<file path="src/design/multi_format_saturating_mixer_assert.svh">
// ----------------------------------------------------------------------------
// Mixer assertion macros
// Concurrent assertion wrappers, compiled out for synthesis.
// ----------------------------------------------------------------------------
`ifndef MULTI_FORMAT_SATURATING_MIXER_ASSERT_SVH
`define MULTI_FORMAT_SATURATING_MIXER_ASSERT_SVH

`ifndef SYNTHESIS

`define MFSM_ASSERT(lbl, clk, rstn, prop, msg) \
    lbl: assert property (@(posedge clk) disable iff (!rstn) prop) \
        else $error(msg);

`define MFSM_ASSERT_NEXT(lbl, clk, rstn, ante, cons, msg) \
    lbl: assert property (@(posedge clk) disable iff (!rstn) (ante) |=> (cons)) \
        else $error(msg);

`else

`define MFSM_ASSERT(lbl, clk, rstn, prop, msg)

`define MFSM_ASSERT_NEXT(lbl, clk, rstn, ante, cons, msg)

`endif

`endif

</file>
<file path="src/design/mfsm_pkg.sv">
// ----------------------------------------------------------------------------
// Mixer package
// Shared widths, format codes, register indexes and sample helpers.
// ----------------------------------------------------------------------------
`timescale 1ns / 1ps

package mfsm_pkg;

    localparam int NUM_STREAMS = 8;
    localparam int LANE_W      = 32;
    localparam int SUM_W       = LANE_W + $clog2(NUM_STREAMS) + 1;
    localparam int CNT_W       = 4;
    localparam int FMT_W       = 2;
    localparam int CFG_IDX_W   = 2;
    localparam int CFG_DATA_W  = 4;

    localparam int U8_BITS  = 8;
    localparam int S16_BITS = 16;
    localparam int S24_BITS = 24;

    localparam logic [CFG_IDX_W-1:0] CFG_ACTIVE_STREAMS = CFG_IDX_W'(0);
    localparam logic [CFG_IDX_W-1:0] CFG_SAMPLE_FORMAT  = CFG_IDX_W'(1);

    localparam logic [CNT_W-1:0] ACTIVE_STREAMS_RESET = CNT_W'(1);

    typedef enum logic [FMT_W-1:0] {
        FMT_U8  = 2'd0,
        FMT_S16 = 2'd1,
        FMT_S24 = 2'd2,
        FMT_S32 = 2'd3
    } fmt_t;

    typedef logic signed [LANE_W-1:0] dec_t;
    typedef logic signed [SUM_W-1:0]  sum_t;
    typedef dec_t dec_lanes_t [NUM_STREAMS];

    typedef struct packed {
        logic valid;
        fmt_t fmt;
    } stage_ctrl_t;

    localparam sum_t U8_MAX  = sum_t'(2 ** (U8_BITS - 1) - 1);
    localparam sum_t S16_MAX = sum_t'(2 ** (S16_BITS - 1) - 1);
    localparam sum_t S24_MAX = sum_t'(2 ** (S24_BITS - 1) - 1);
    localparam sum_t S32_MAX = sum_t'(2 ** (LANE_W - 1) - 1);

    // Offset binary becomes two's complement by inverting the top bit.
    function automatic dec_t decode_lane(logic [LANE_W-1:0] raw, fmt_t f);
        dec_t v;
        unique case (f)
            FMT_U8:  v = {{(LANE_W - U8_BITS + 1){~raw[U8_BITS-1]}}, raw[U8_BITS-2:0]};
            FMT_S16: v = {{(LANE_W - S16_BITS){raw[S16_BITS-1]}}, raw[S16_BITS-1:0]};
            FMT_S24: v = {{(LANE_W - S24_BITS){raw[S24_BITS-1]}}, raw[S24_BITS-1:0]};
            FMT_S32: v = raw;
        endcase
        return v;
    endfunction

    function automatic sum_t fmt_max(fmt_t f);
        sum_t m;
        unique case (f)
            FMT_U8:  m = U8_MAX;
            FMT_S16: m = S16_MAX;
            FMT_S24: m = S24_MAX;
            FMT_S32: m = S32_MAX;
        endcase
        return m;
    endfunction

    function automatic logic [LANE_W-1:0] encode_sample(sum_t v, fmt_t f);
        logic [LANE_W-1:0] e;
        unique case (f)
            FMT_U8:  e = {{(LANE_W - U8_BITS){1'b0}}, ~v[U8_BITS-1], v[U8_BITS-2:0]};
            FMT_S16: e = {{(LANE_W - S16_BITS){1'b0}}, v[S16_BITS-1:0]};
            FMT_S24: e = {{(LANE_W - S24_BITS){1'b0}}, v[S24_BITS-1:0]};
            FMT_S32: e = v[LANE_W-1:0];
        endcase
        return e;
    endfunction

endpackage

</file>
<file path="src/design/mfsm_decode.sv">
// ----------------------------------------------------------------------------
// Mixer lane decoder
// Registers the incoming request with active lanes decoded to two's complement.
// ----------------------------------------------------------------------------
`timescale 1ns / 1ps

module mfsm_decode (
    input  logic                                           clk,
    input  logic                                           rst_n,
    input  logic                                           in_valid,
    output logic                                           in_ready,
    input  logic [mfsm_pkg::NUM_STREAMS*mfsm_pkg::LANE_W-1:0] in_data,
    input  logic [mfsm_pkg::CNT_W-1:0]                     active_streams,
    input  mfsm_pkg::fmt_t                                 sample_format,
    output mfsm_pkg::stage_ctrl_t                          out_ctrl,
    input  logic                                           out_ready,
    output mfsm_pkg::dec_lanes_t                           out_lanes
);

    import mfsm_pkg::*;

    logic       valid_reg;
    fmt_t       fmt_reg;
    dec_lanes_t lanes_reg;
    dec_lanes_t lanes_next;

    assign in_ready = !valid_reg || out_ready;

    // Lanes beyond the active count contribute zero to the sum.
    always_comb
    begin
        for (int i = 0; i < NUM_STREAMS; i++)
        begin
            if (CNT_W'(i) < active_streams)
            begin
                lanes_next[i] = decode_lane(in_data[i*LANE_W +: LANE_W], sample_format);
            end
            else
            begin
                lanes_next[i] = '0;
            end
        end
    end

    always_ff @(posedge clk or negedge rst_n)
    begin
        if (!rst_n)
        begin
            valid_reg <= 1'b0;
        end
        else if (in_ready)
        begin
            valid_reg <= in_valid;
        end
    end

    always_ff @(posedge clk)
    begin
        if (in_ready && in_valid)
        begin
            lanes_reg <= lanes_next;
            fmt_reg   <= sample_format;
        end
    end

    assign out_ctrl  = '{valid: valid_reg, fmt: fmt_reg};
    assign out_lanes = lanes_reg;

endmodule

</file>
<file path="src/design/mfsm_adder.sv">
// ----------------------------------------------------------------------------
// Mixer adder
// Sums the decoded lanes at full width into the sum register.
// ----------------------------------------------------------------------------
`timescale 1ns / 1ps

module mfsm_adder (
    input  logic                  clk,
    input  logic                  rst_n,
    input  mfsm_pkg::stage_ctrl_t in_ctrl,
    output logic                  in_ready,
    input  mfsm_pkg::dec_lanes_t  in_lanes,
    output mfsm_pkg::stage_ctrl_t out_ctrl,
    input  logic                  out_ready,
    output mfsm_pkg::sum_t        out_sum
);

    import mfsm_pkg::*;

    logic valid_reg;
    fmt_t fmt_reg;
    sum_t sum_reg;
    sum_t sum_next;

    assign in_ready = !valid_reg || out_ready;

    always_comb
    begin
        sum_next = '0;
        for (int i = 0; i < NUM_STREAMS; i++)
        begin
            sum_next = sum_next + SUM_W'(in_lanes[i]);
        end
    end

    always_ff @(posedge clk or negedge rst_n)
    begin
        if (!rst_n)
        begin
            valid_reg <= 1'b0;
        end
        else if (in_ready)
        begin
            valid_reg <= in_ctrl.valid;
        end
    end

    always_ff @(posedge clk)
    begin
        if (in_ready && in_ctrl.valid)
        begin
            sum_reg <= sum_next;
            fmt_reg <= in_ctrl.fmt;
        end
    end

    assign out_ctrl = '{valid: valid_reg, fmt: fmt_reg};
    assign out_sum  = sum_reg;

endmodule

</file>
<file path="src/design/mfsm_clamp.sv">
// ----------------------------------------------------------------------------
// Mixer clamp
// Saturates the sum to the format's range and re-encodes it into the result
// register.
// ----------------------------------------------------------------------------
`timescale 1ns / 1ps

module mfsm_clamp (
    input  logic                         clk,
    input  logic                         rst_n,
    input  mfsm_pkg::stage_ctrl_t        in_ctrl,
    output logic                         in_ready,
    input  mfsm_pkg::sum_t               in_sum,
    output mfsm_pkg::stage_ctrl_t        out_ctrl,
    input  logic                         out_ready,
    output logic [mfsm_pkg::LANE_W-1:0]  out_data
);

    import mfsm_pkg::*;

    logic              valid_reg;
    fmt_t              fmt_reg;
    logic [LANE_W-1:0] data_reg;
    logic [LANE_W-1:0] data_next;
    sum_t              max_val;
    sum_t              min_val;
    sum_t              sat_val;

    assign in_ready = !valid_reg || out_ready;

    always_comb
    begin
        max_val = fmt_max(in_ctrl.fmt);
        min_val = -max_val - sum_t'(1);
        priority if (in_sum > max_val)
        begin
            sat_val = max_val;
        end
        else if (in_sum < min_val)
        begin
            sat_val = min_val;
        end
        else
        begin
            sat_val = in_sum;
        end
        data_next = encode_sample(sat_val, in_ctrl.fmt);
    end

    always_ff @(posedge clk or negedge rst_n)
    begin
        if (!rst_n)
        begin
            valid_reg <= 1'b0;
        end
        else if (in_ready)
        begin
            valid_reg <= in_ctrl.valid;
        end
    end

    always_ff @(posedge clk)
    begin
        if (in_ready && in_ctrl.valid)
        begin
            data_reg <= data_next;
            fmt_reg  <= in_ctrl.fmt;
        end
    end

    assign out_ctrl = '{valid: valid_reg, fmt: fmt_reg};
    assign out_data = data_reg;

endmodule

</file>
<file path="src/design/multi_format_saturating_mixer.sv">
// ----------------------------------------------------------------------------
// Multi-format saturating mixer
// An accepted request passes the decode, adder and clamp registers in order.
// Throughput: one request per cycle through the decode, add and clamp stages.
// A stalled output holds the pipeline; each stage refills as soon as it drains.
// Reset clears all stage valid flags and sets one active stream in S16 format.
// ----------------------------------------------------------------------------
`timescale 1ns / 1ps
`include "multi_format_saturating_mixer_assert.svh"

module multi_format_saturating_mixer (
    input  logic                                              clk,
    input  logic                                              rst_n,
    input  logic                                              s_axis_tvalid,
    output logic                                              s_axis_tready,
    // lane_0, lane_1, ... lane_7, 32 bits each, lowest first.
    input  logic [mfsm_pkg::NUM_STREAMS*mfsm_pkg::LANE_W-1:0] s_axis_tdata,
    output logic                                              m_axis_tvalid,
    input  logic                                              m_axis_tready,
    // mixed_sample, 32 bits.
    output logic [mfsm_pkg::LANE_W-1:0]                       m_axis_tdata,
    input  logic                                              cfg_valid,
    output logic                                              cfg_ready,
    input  logic [mfsm_pkg::CFG_IDX_W-1:0]                    cfg_index,
    input  logic [mfsm_pkg::CFG_DATA_W-1:0]                   cfg_data
);

    import mfsm_pkg::*;

    logic [CNT_W-1:0] active_streams_reg;
    fmt_t             sample_format_reg;

    stage_ctrl_t dec_ctrl;
    dec_lanes_t  dec_lanes;
    logic        dec_ready;
    stage_ctrl_t add_ctrl;
    sum_t        add_sum;
    logic        add_ready;
    stage_ctrl_t res_ctrl;

    assign cfg_ready = 1'b1;

    always_ff @(posedge clk or negedge rst_n)
    begin
        if (!rst_n)
        begin
            active_streams_reg <= ACTIVE_STREAMS_RESET;
            sample_format_reg  <= FMT_S16;
        end
        else if (cfg_valid && cfg_ready)
        begin
            unique case (cfg_index)
                CFG_ACTIVE_STREAMS: active_streams_reg <= cfg_data[CNT_W-1:0];
                CFG_SAMPLE_FORMAT:  sample_format_reg  <= fmt_t'(cfg_data[FMT_W-1:0]);
                default:            ;
            endcase
        end
    end

    mfsm_decode u_decode (
        .clk            (clk),
        .rst_n          (rst_n),
        .in_valid       (s_axis_tvalid),
        .in_ready       (s_axis_tready),
        .in_data        (s_axis_tdata),
        .active_streams (active_streams_reg),
        .sample_format  (sample_format_reg),
        .out_ctrl       (dec_ctrl),
        .out_ready      (dec_ready),
        .out_lanes      (dec_lanes)
    );

    mfsm_adder u_adder (
        .clk       (clk),
        .rst_n     (rst_n),
        .in_ctrl   (dec_ctrl),
        .in_ready  (dec_ready),
        .in_lanes  (dec_lanes),
        .out_ctrl  (add_ctrl),
        .out_ready (add_ready),
        .out_sum   (add_sum)
    );

    mfsm_clamp u_clamp (
        .clk       (clk),
        .rst_n     (rst_n),
        .in_ctrl   (add_ctrl),
        .in_ready  (add_ready),
        .in_sum    (add_sum),
        .out_ctrl  (res_ctrl),
        .out_ready (m_axis_tready),
        .out_data  (m_axis_tdata)
    );

    assign m_axis_tvalid = res_ctrl.valid;

    `MFSM_ASSERT_NEXT(a_accept_loads_decode, clk, rst_n, s_axis_tvalid && s_axis_tready, dec_ctrl.valid, "Accepted request did not reach the decode stage.")
    `MFSM_ASSERT_NEXT(a_decode_holds_on_stall, clk, rst_n, dec_ctrl.valid && !dec_ready, dec_ctrl.valid, "Decode stage dropped a stalled request.")
    `MFSM_ASSERT(a_u8_upper_zero, clk, rst_n, (res_ctrl.valid && res_ctrl.fmt == FMT_U8) |-> (m_axis_tdata[LANE_W-1:U8_BITS] == '0), "U8 result has upper bits set.")
    `MFSM_ASSERT(a_s16_upper_zero, clk, rst_n, (res_ctrl.valid && res_ctrl.fmt == FMT_S16) |-> (m_axis_tdata[LANE_W-1:S16_BITS] == '0), "S16 result has upper bits set.")
    `MFSM_ASSERT(a_s24_upper_zero, clk, rst_n, (res_ctrl.valid && res_ctrl.fmt == FMT_S24) |-> (m_axis_tdata[LANE_W-1:S24_BITS] == '0), "S24 result has upper bits set.")

endmodule
</file>
<file path="config.mk">
export PLATFORM = sky130hd
export DESIGN_NAME = multi_format_saturating_mixer
export DESIGN_NICKNAME = d
export VERILOG_FILES = /design/src/design/mfsm_pkg.sv /design/src/design/mfsm_decode.sv /design/src/design/mfsm_adder.sv /design/src/design/mfsm_clamp.sv /design/src/design/multi_format_saturating_mixer.sv
export VERILOG_INCLUDE_DIRS = /design/src /design/src/design
export SDC_FILE = /design/constraint.sdc
export NUM_CORES = 1
export LEC_CHECK = 0
export BUFFER_PORTS_ARGS = -buffer_cell sky130_fd_sc_hd__buf_2
export CAP_MARGIN = 20
export CELL_PAD_IN_SITES_DETAIL_PLACEMENT = 1
export CELL_PAD_IN_SITES_GLOBAL_PLACEMENT = 1
export CORE_UTILIZATION = 47
export DETAILED_ROUTE_END_ITERATION = 16
export PLACE_DENSITY = 0.84
export REMOVE_ABC_BUFFERS = 1
export SETUP_SLACK_MARGIN = 0.3
export SLEW_MARGIN = 20
export SYNTH_ARGS = -nofsm -noshare
export SYNTH_HDL_FRONTEND = slang
export SYNTH_SLANG_ARGS = --single-unit
export TNS_END_PERCENT = 1
</file>
<file path="constraint.sdc">
create_clock -name clk -period 9.9 [get_ports clk]
set_input_delay 0.495 -clock clk [delete_from_list [all_inputs] [get_ports clk]]
set_output_delay 0.495 -clock clk [all_outputs]
set_load 0.01 [all_outputs]
</file>
==> results of run 1 <==
[final cells by class]
| class | instances | area [um2] | share of cell area (%) |
|---|---|---|---|
| clock inverter | 16 | 143 | 0.566 |
| clock buffer | 51 | 1010 | 4.01 |
| tap | 600 | 751 | 2.98 |
| sequential | 337 | 10100 | 40.0 |
| timing repair buffer | 319 | 1650 | 6.55 |
| inverter | 225 | 845 | 3.35 |
| antenna | 4 | 10.0 | 0.0398 |
| multi-input combinational | 1326 | 10700 | 42.5 |
[synthesized netlist by cell type (8+ instances only)]
cell type,instances
a21boi_0,29
a21boi_1,8
a21o_1,39
a21oi_1,262
a31oi_1,13
and2_1,34
buf_1,16
buf_2,9
clkbuf_1,51
edfxtp_1,328
fa_1,167
ha_1,114
inv_1,222
nand2_1,245
nand2b_1,21
nand3_1,16
nand4_1,14
nor2_1,64
nor2b_1,51
nor3_1,22
o21a_1,12
o21ai_0,38
o21bai_1,11
or3_1,11
xnor2_1,27
xor2_1,24
[kinds of logic (layout without fill, tap and decap cells)]
kind of cell | Yosys count | in the layout | share of synthesized area, %
xor+xnor | 51 | 51 | 2.04
compound gates | 472 | 472 | 13.2
simple gates | 515 | 515 | 11.3
buf+inv | 303 | 611 | 5.30
flops | 337 | 337 | 46.0
other cells | 1 | 5 | 0.0171
mux | 6 | 6 | 0.309
fa+ha+maj | 281 | 281 | 21.8
[path summary, 6_finish.rpt]
| path | slack, ps | depth (start not counted) | endpoint | startpoint |
|---|---|---|---|---|
| setup reg to reg | 2940 | 24 | u_adder.out_sum[34] | u_decode.out_lanes[161] |
| max in group asynchronous | 9240 | 2 | sample_format_reg[0] | rst_n |
| setup / recovery | 2940 | 24 | u_adder.out_sum[34] | u_decode.out_lanes[161] |
| hold / removal | 150 | 2 | u_decode.valid_reg | s_axis_tvalid |
| hold reg to reg | 430 | 0 | u_adder.fmt_reg[0] | u_decode.fmt_reg[0] |
| min in group asynchronous | 370 | 2 | active_streams_reg[2] | rst_n |
[per-layer routing]
| layer | up-vias | share of wire, % |
|---|---|---|
| li1 | 7332 | - |
| met1 | 7999 | 40 |
| met2 | 529 | 51 |
| met3 | 123 | 5.8 |
| met4 | 0 | 4.0 |
| met5 | - | 0 |
[per-stage QoR]
stage,instances,util [%],hold slack (ps)
after detailed placement,2805,52.5,389
after CTS,2873,55.1,127
after floorplan,1888,-,199
after global placement,2805,52.5,383
after global routing,2878,55.1,150
final,2878,55.1,149
[worst max-delay path, cell delays in order, from the launching register on]
cell	delay (ps)
edfxtp_1	400
fa_1	550
ha_1	190
inv_1	60
fa_1	400
nor2b_1	170
o31a_1	240
o211ai_4	140
o211ai_2	240
a21oi_2	110
o21ai_2	230
a2111oi_2	110
nor3_1	360
fa_1	510
fa_1	410
fa_1	510
inv_1	40
ha_1	400
and4_1	270
and2_1	210
a221oi_2	310
nand2_1	120
a31oi_1	330
o21ai_0	180
xor2_1	170
==> results.py, run 1 <==
metrics = {
    "sta": {
        "finalSetupViolations": 0,
        "period_share_pct": 70.3,
        "max-slew-margin-rel_pct": 30.8,
        "fin_tns_setup_ps": 0,
        "fin_ws_ps": 2940,
        "hold_viol": 0,
        "rsz0062_at_grt": "no",
        "tightest_slew_ps": 1040,
        "slew_viol_final": 0,
        "fin_crit_ps": 6960,
        "max_freq_mhz": 144,
        "clock_skew_ps": 29.7,
    },
    "clocking": {
        "cts_tree": "yes",
        "root_buffer": "clkbuf_16",
        "cts_repair_resize_count": 0,
        "clk_latency_ps": 570,
        "cts_sinks": 337,
        "clkTransAtPathRegs_ps": 60,
        "cts.path.max_buffers": 3,
        "post_cts.repair.setup_buffers": 0,
        "holdBufCountCts": 1,
        "cts_made_buffers": 38,
        "cts_htree_levels": 2,
    },
    "worst_setup_path": {
        "cp_data_required_time_ps": 10180,
        "start_kind": "register",
        "worstPathArrival_ps": 7240,
        "end_kind": "register",
        "crit_fanout": 5,
        "critPathKind": "reg2reg",
    },
    "global_routing": {
        "grt-ovfl-total": 0,
        "use_met3_pct": 4.10,
        "antenna_found_initial": 4,
        "grt_use_total_pct": 26.1,
        "grt_start_max_net_pins": 86,
        "top_usage_layer": "met2",
        "grt_pass1_wl_um": 94600,
        "grt_pass1_vias": 17397,
        "met2_usage_pct": 45.0,
        "use_met1_pct": 32.4,
    },
    "outcome": {
        "outcome": "complete, no violations",
    },
    "finish": {
        "drive_gt1_share_pct": 18.3,
        "largest_register_ffs": 256,
        "fin_nets": 2795,
        "final_cell_mix": "edfxtp_1, buf_2, a21oi_1",
        "postLayoutCellArea_mm2": 0.0252,
        "fill_cells": 5014,
        "final_common_cell": "edfxtp_1",
        "syn_to_final_growth_pct": 15.0,
    },
    "floorplanning": {
        "placementRows": 78,
        "io_pins": 302,
        "die_area_mm2": 0.0474,
        "core-area_mm2": 0.0457,
        "start_util_pct": 47.9,
        "die_w_um": 218,
        "die_h_um": 218,
    },
    "logic_synthesis": {
        "synth_cell_types": 82,
        "synthCells": 1966,
        "synth_edf_count": 328,
        "async_flop_share_pct": 2.67,
        "yosys_warnings": 0,
        "synth-seq-cells": 337,
        "synth.avg_cell_area_um2": 11.1,
        "synth_top_area_cell": "edfxtp_1",
        "ys.flop_type": "edfxtp_1",
        "synth_area_leaders": "edfxtp_1, fa_1, ha_1",
        "seq_area_frac_synth_pct": 46.0,
        "synth_area_mm2": 0.0219,
        "synth_top_area_share_pct": 45.0,
    },
    "min_path": {
        "min_path_type": "in2reg",
    },
    "placement": {
        "pre_cts_ws_ps": 3050,
        "place_area_mm2": 0.0240,
        "hpwlAfterDp_um": 47300,
        "portBuffers": 300,
        "gp_congestion": 0.904,
    },
    "flow_run": {
        "max_cap_violations": 0,
    },
    "route": {
        "ant_nets": 0,
        "drt_first_pass_iters": 5,
        "drc": 0,
        "num_vias": 15983,
        "post_drt_wl_per_cell_um": 21.4,
        "viasPerCell": 5.55,
        "drtIter0Drc": 1167,
        "wl_um": 61600,
    },
}
Power of run 1 is left out: the tool's default activity adds up to more than one toggle a clock period on the data nets, which glitch-free logic cannot reach.
==> run 2: changes to the inputs <==
Clock period 9.9 ns to 6.65 ns, I/O delays scaled along.
==> results.py, run 2 (synthesis gave the netlist of run 1 again) <==
metrics = {
    "route": {
        "drt-met1-wl_um": 25000,
        "drc": 0,
        "drt_first_pass_iters": 5,
        "drtIter0Drc": 1209,
        "met2WireLength_um": 33600,
        "wl_um": 65000,
        "ant_nets": 0,
        "post_drt_wl_per_cell_um": 22.3,
        "num_vias": 16404,
        "top_layer_used": "met4",
        "viasPerCell": 5.64,
        "route.met3.wl_um": 3800,
    },
    "finish": {
        "syn_to_final_growth_pct": 19.1,
        "fin_nets": 2817,
        "fill_cells": 4841,
        "drive_gt1_share_pct": 22.5,
        "final_cell_mix": "edfxtp_1, buf_2, a21oi_1",
        "final_common_cell": "edfxtp_1",
        "largest_register_ffs": 256,
    },
    "placement": {
        "portBuffers": 300,
        "hpwlAfterDp_um": 47100,
        "gp_congestion": 0.862,
    },
    "sta": {
        "hold_viol": 0,
        "clock_skew_ps": 29.5,
        "max-slew-margin-rel_pct": 35.4,
        "rsz0062_at_grt": "yes",
        "whs_ps": 45.3,
        "tightest_slew_ps": 968,
        "max_freq_mhz": 156,
        "period_share_pct": 96.6,
        "slew_viol_final": 0,
        "fin_crit_ps": 6430,
        "finalSetupViolations": 0,
    },
    "worst_setup_path": {
        "end_kind": "register",
        "cp_num_buf_inv": 3,
        "worstPathArrival_ps": 6780,
        "start_kind": "register",
        "slowest_stage": "fa_1",
        "rr_endpoint": "u_adder.out_sum[35]",
        "ff2ff_setup_slack_ps": 220,
        "worstReg2RegStart": "u_decode.out_lanes[225]",
        "cp_data_required_time_ps": 7000,
        "crit_fanout": 5,
        "crit_path_frequent_cell": "fa_1",
        "critPathTopFamily": "adder cells",
        "max_stage_delay_ps": 550,
        "critPathKind": "reg2reg",
        "worstRegToRegCells": 25,
    },
    "min_path": {
        "hold_start": "s_axis_tdata[193]",
        "holdPathStages": 2,
        "hold-path-endpoint": "u_decode.out_lanes[33]",
        "min_path_type": "in2reg",
    },
    "outcome": {
        "outcome": "complete, no violations",
    },
    "floorplanning": {
        "die_w_um": 218,
        "io_pins": 302,
        "die_area_mm2": 0.0474,
        "core-area_mm2": 0.0457,
        "placementRows": 78,
        "die_h_um": 218,
        "start_util_pct": 47.9,
    },
    "clocking": {
        "cts_sinks": 337,
        "cts_htree_levels": 2,
        "root_buffer": "clkbuf_16",
        "cts.path.max_buffers": 3,
        "clkTransAtPathRegs_ps": 60,
        "cts_made_buffers": 40,
        "cts_tree": "yes",
        "clk_latency_ps": 590,
    },
    "global_routing": {
        "grt_pass1_wl_um": 99400,
        "grt_pass1_vias": 18250,
        "grt_start_max_net_pins": 129,
        "grt_use_total_pct": 27.3,
        "antenna_found_initial": 6,
        "grt-ovfl-total": 0,
    },
    "flow_run": {
        "max_cap_violations": 0,
    },
}
run 2: cell types whose count changed in the layout (fill, tap and decap cells not counted), moves of 6 or more:
cell / previous run / this run
a21oi_1: 259 / 248
a21oi_2: 6 / 16
buf_4: 17 / 31
clkbuf_1: 12 / 4
fa_1: 167 / 161
fa_2: 0 / 6
ha_1: 114 / 89
ha_2: 0 / 14
ha_4: 0 / 11
run 2: metal layers:
metal	vias up	global-route usage, %
met3	165	4.39
met1	8265	33.1
met5	-	0
li1	7390	-
met2	584	48.3
met4	0	11.2
run 2: metrics by stage:
step / instances / setup TNS [ps] / setup WS (ps) / util [%] / area, um2
2_1_floorplan: 1888 / -160320 / -621 / - / 21600
3_3_place_gp: 2810 / 0 / 75.5 / 52.6 / 24000
3_5_place_dp: 2810 / -342 / -179 / 52.6 / 24000
4_1_cts: 2898 / 0 / 254 / 56.6 / 25900
5_1_grt: 2907 / -33.0 / -33.0 / 57.1 / 26100
6_report: 2907 / 0 / 224 / 57.1 / 26100
run 2: worst max-delay path by stage:
stage | slack, ps | start | to | depth (start not counted)
final | 220 | u_decode.out_lanes[225] | u_adder.out_sum[35] | 25
after CTS | 250 | u_decode.out_lanes[225] | u_adder.out_sum[28] | 25
after global routing | -30 | u_decode.out_lanes[162] | u_adder.out_sum[29] | 21
after floorplan | -620 | u_clamp.valid_reg | u_decode.fmt_reg[0] | 3
after detailed placement | -180 | u_decode.out_lanes[162] | u_adder.out_sum[35] | 22
after global placement | 80 | u_decode.out_lanes[161] | u_adder.out_sum[28] | 24
run 2: final cells by class:
type	instances	area, um2	share of cell area (%)
sequential	337	10100	38.6
inverter	225	845	3.24
multi-input combinational	1326	11200	43.0
timing repair buffer	339	1830	7.01
tap	600	751	2.88
clock buffer	47	1070	4.10
antenna	6	15.0	0.0576
clock inverter	27	288	1.10
run 2: what timing repair did:
action,CTS,global route
endpoints found under the setup margin,16,21
hold endpoints to repair,15,0
resized for setup,65,37
hold buffers,6,0
setup buffers,8,2
pin swaps,44,36
Power of run 2 is left out for the same reason.
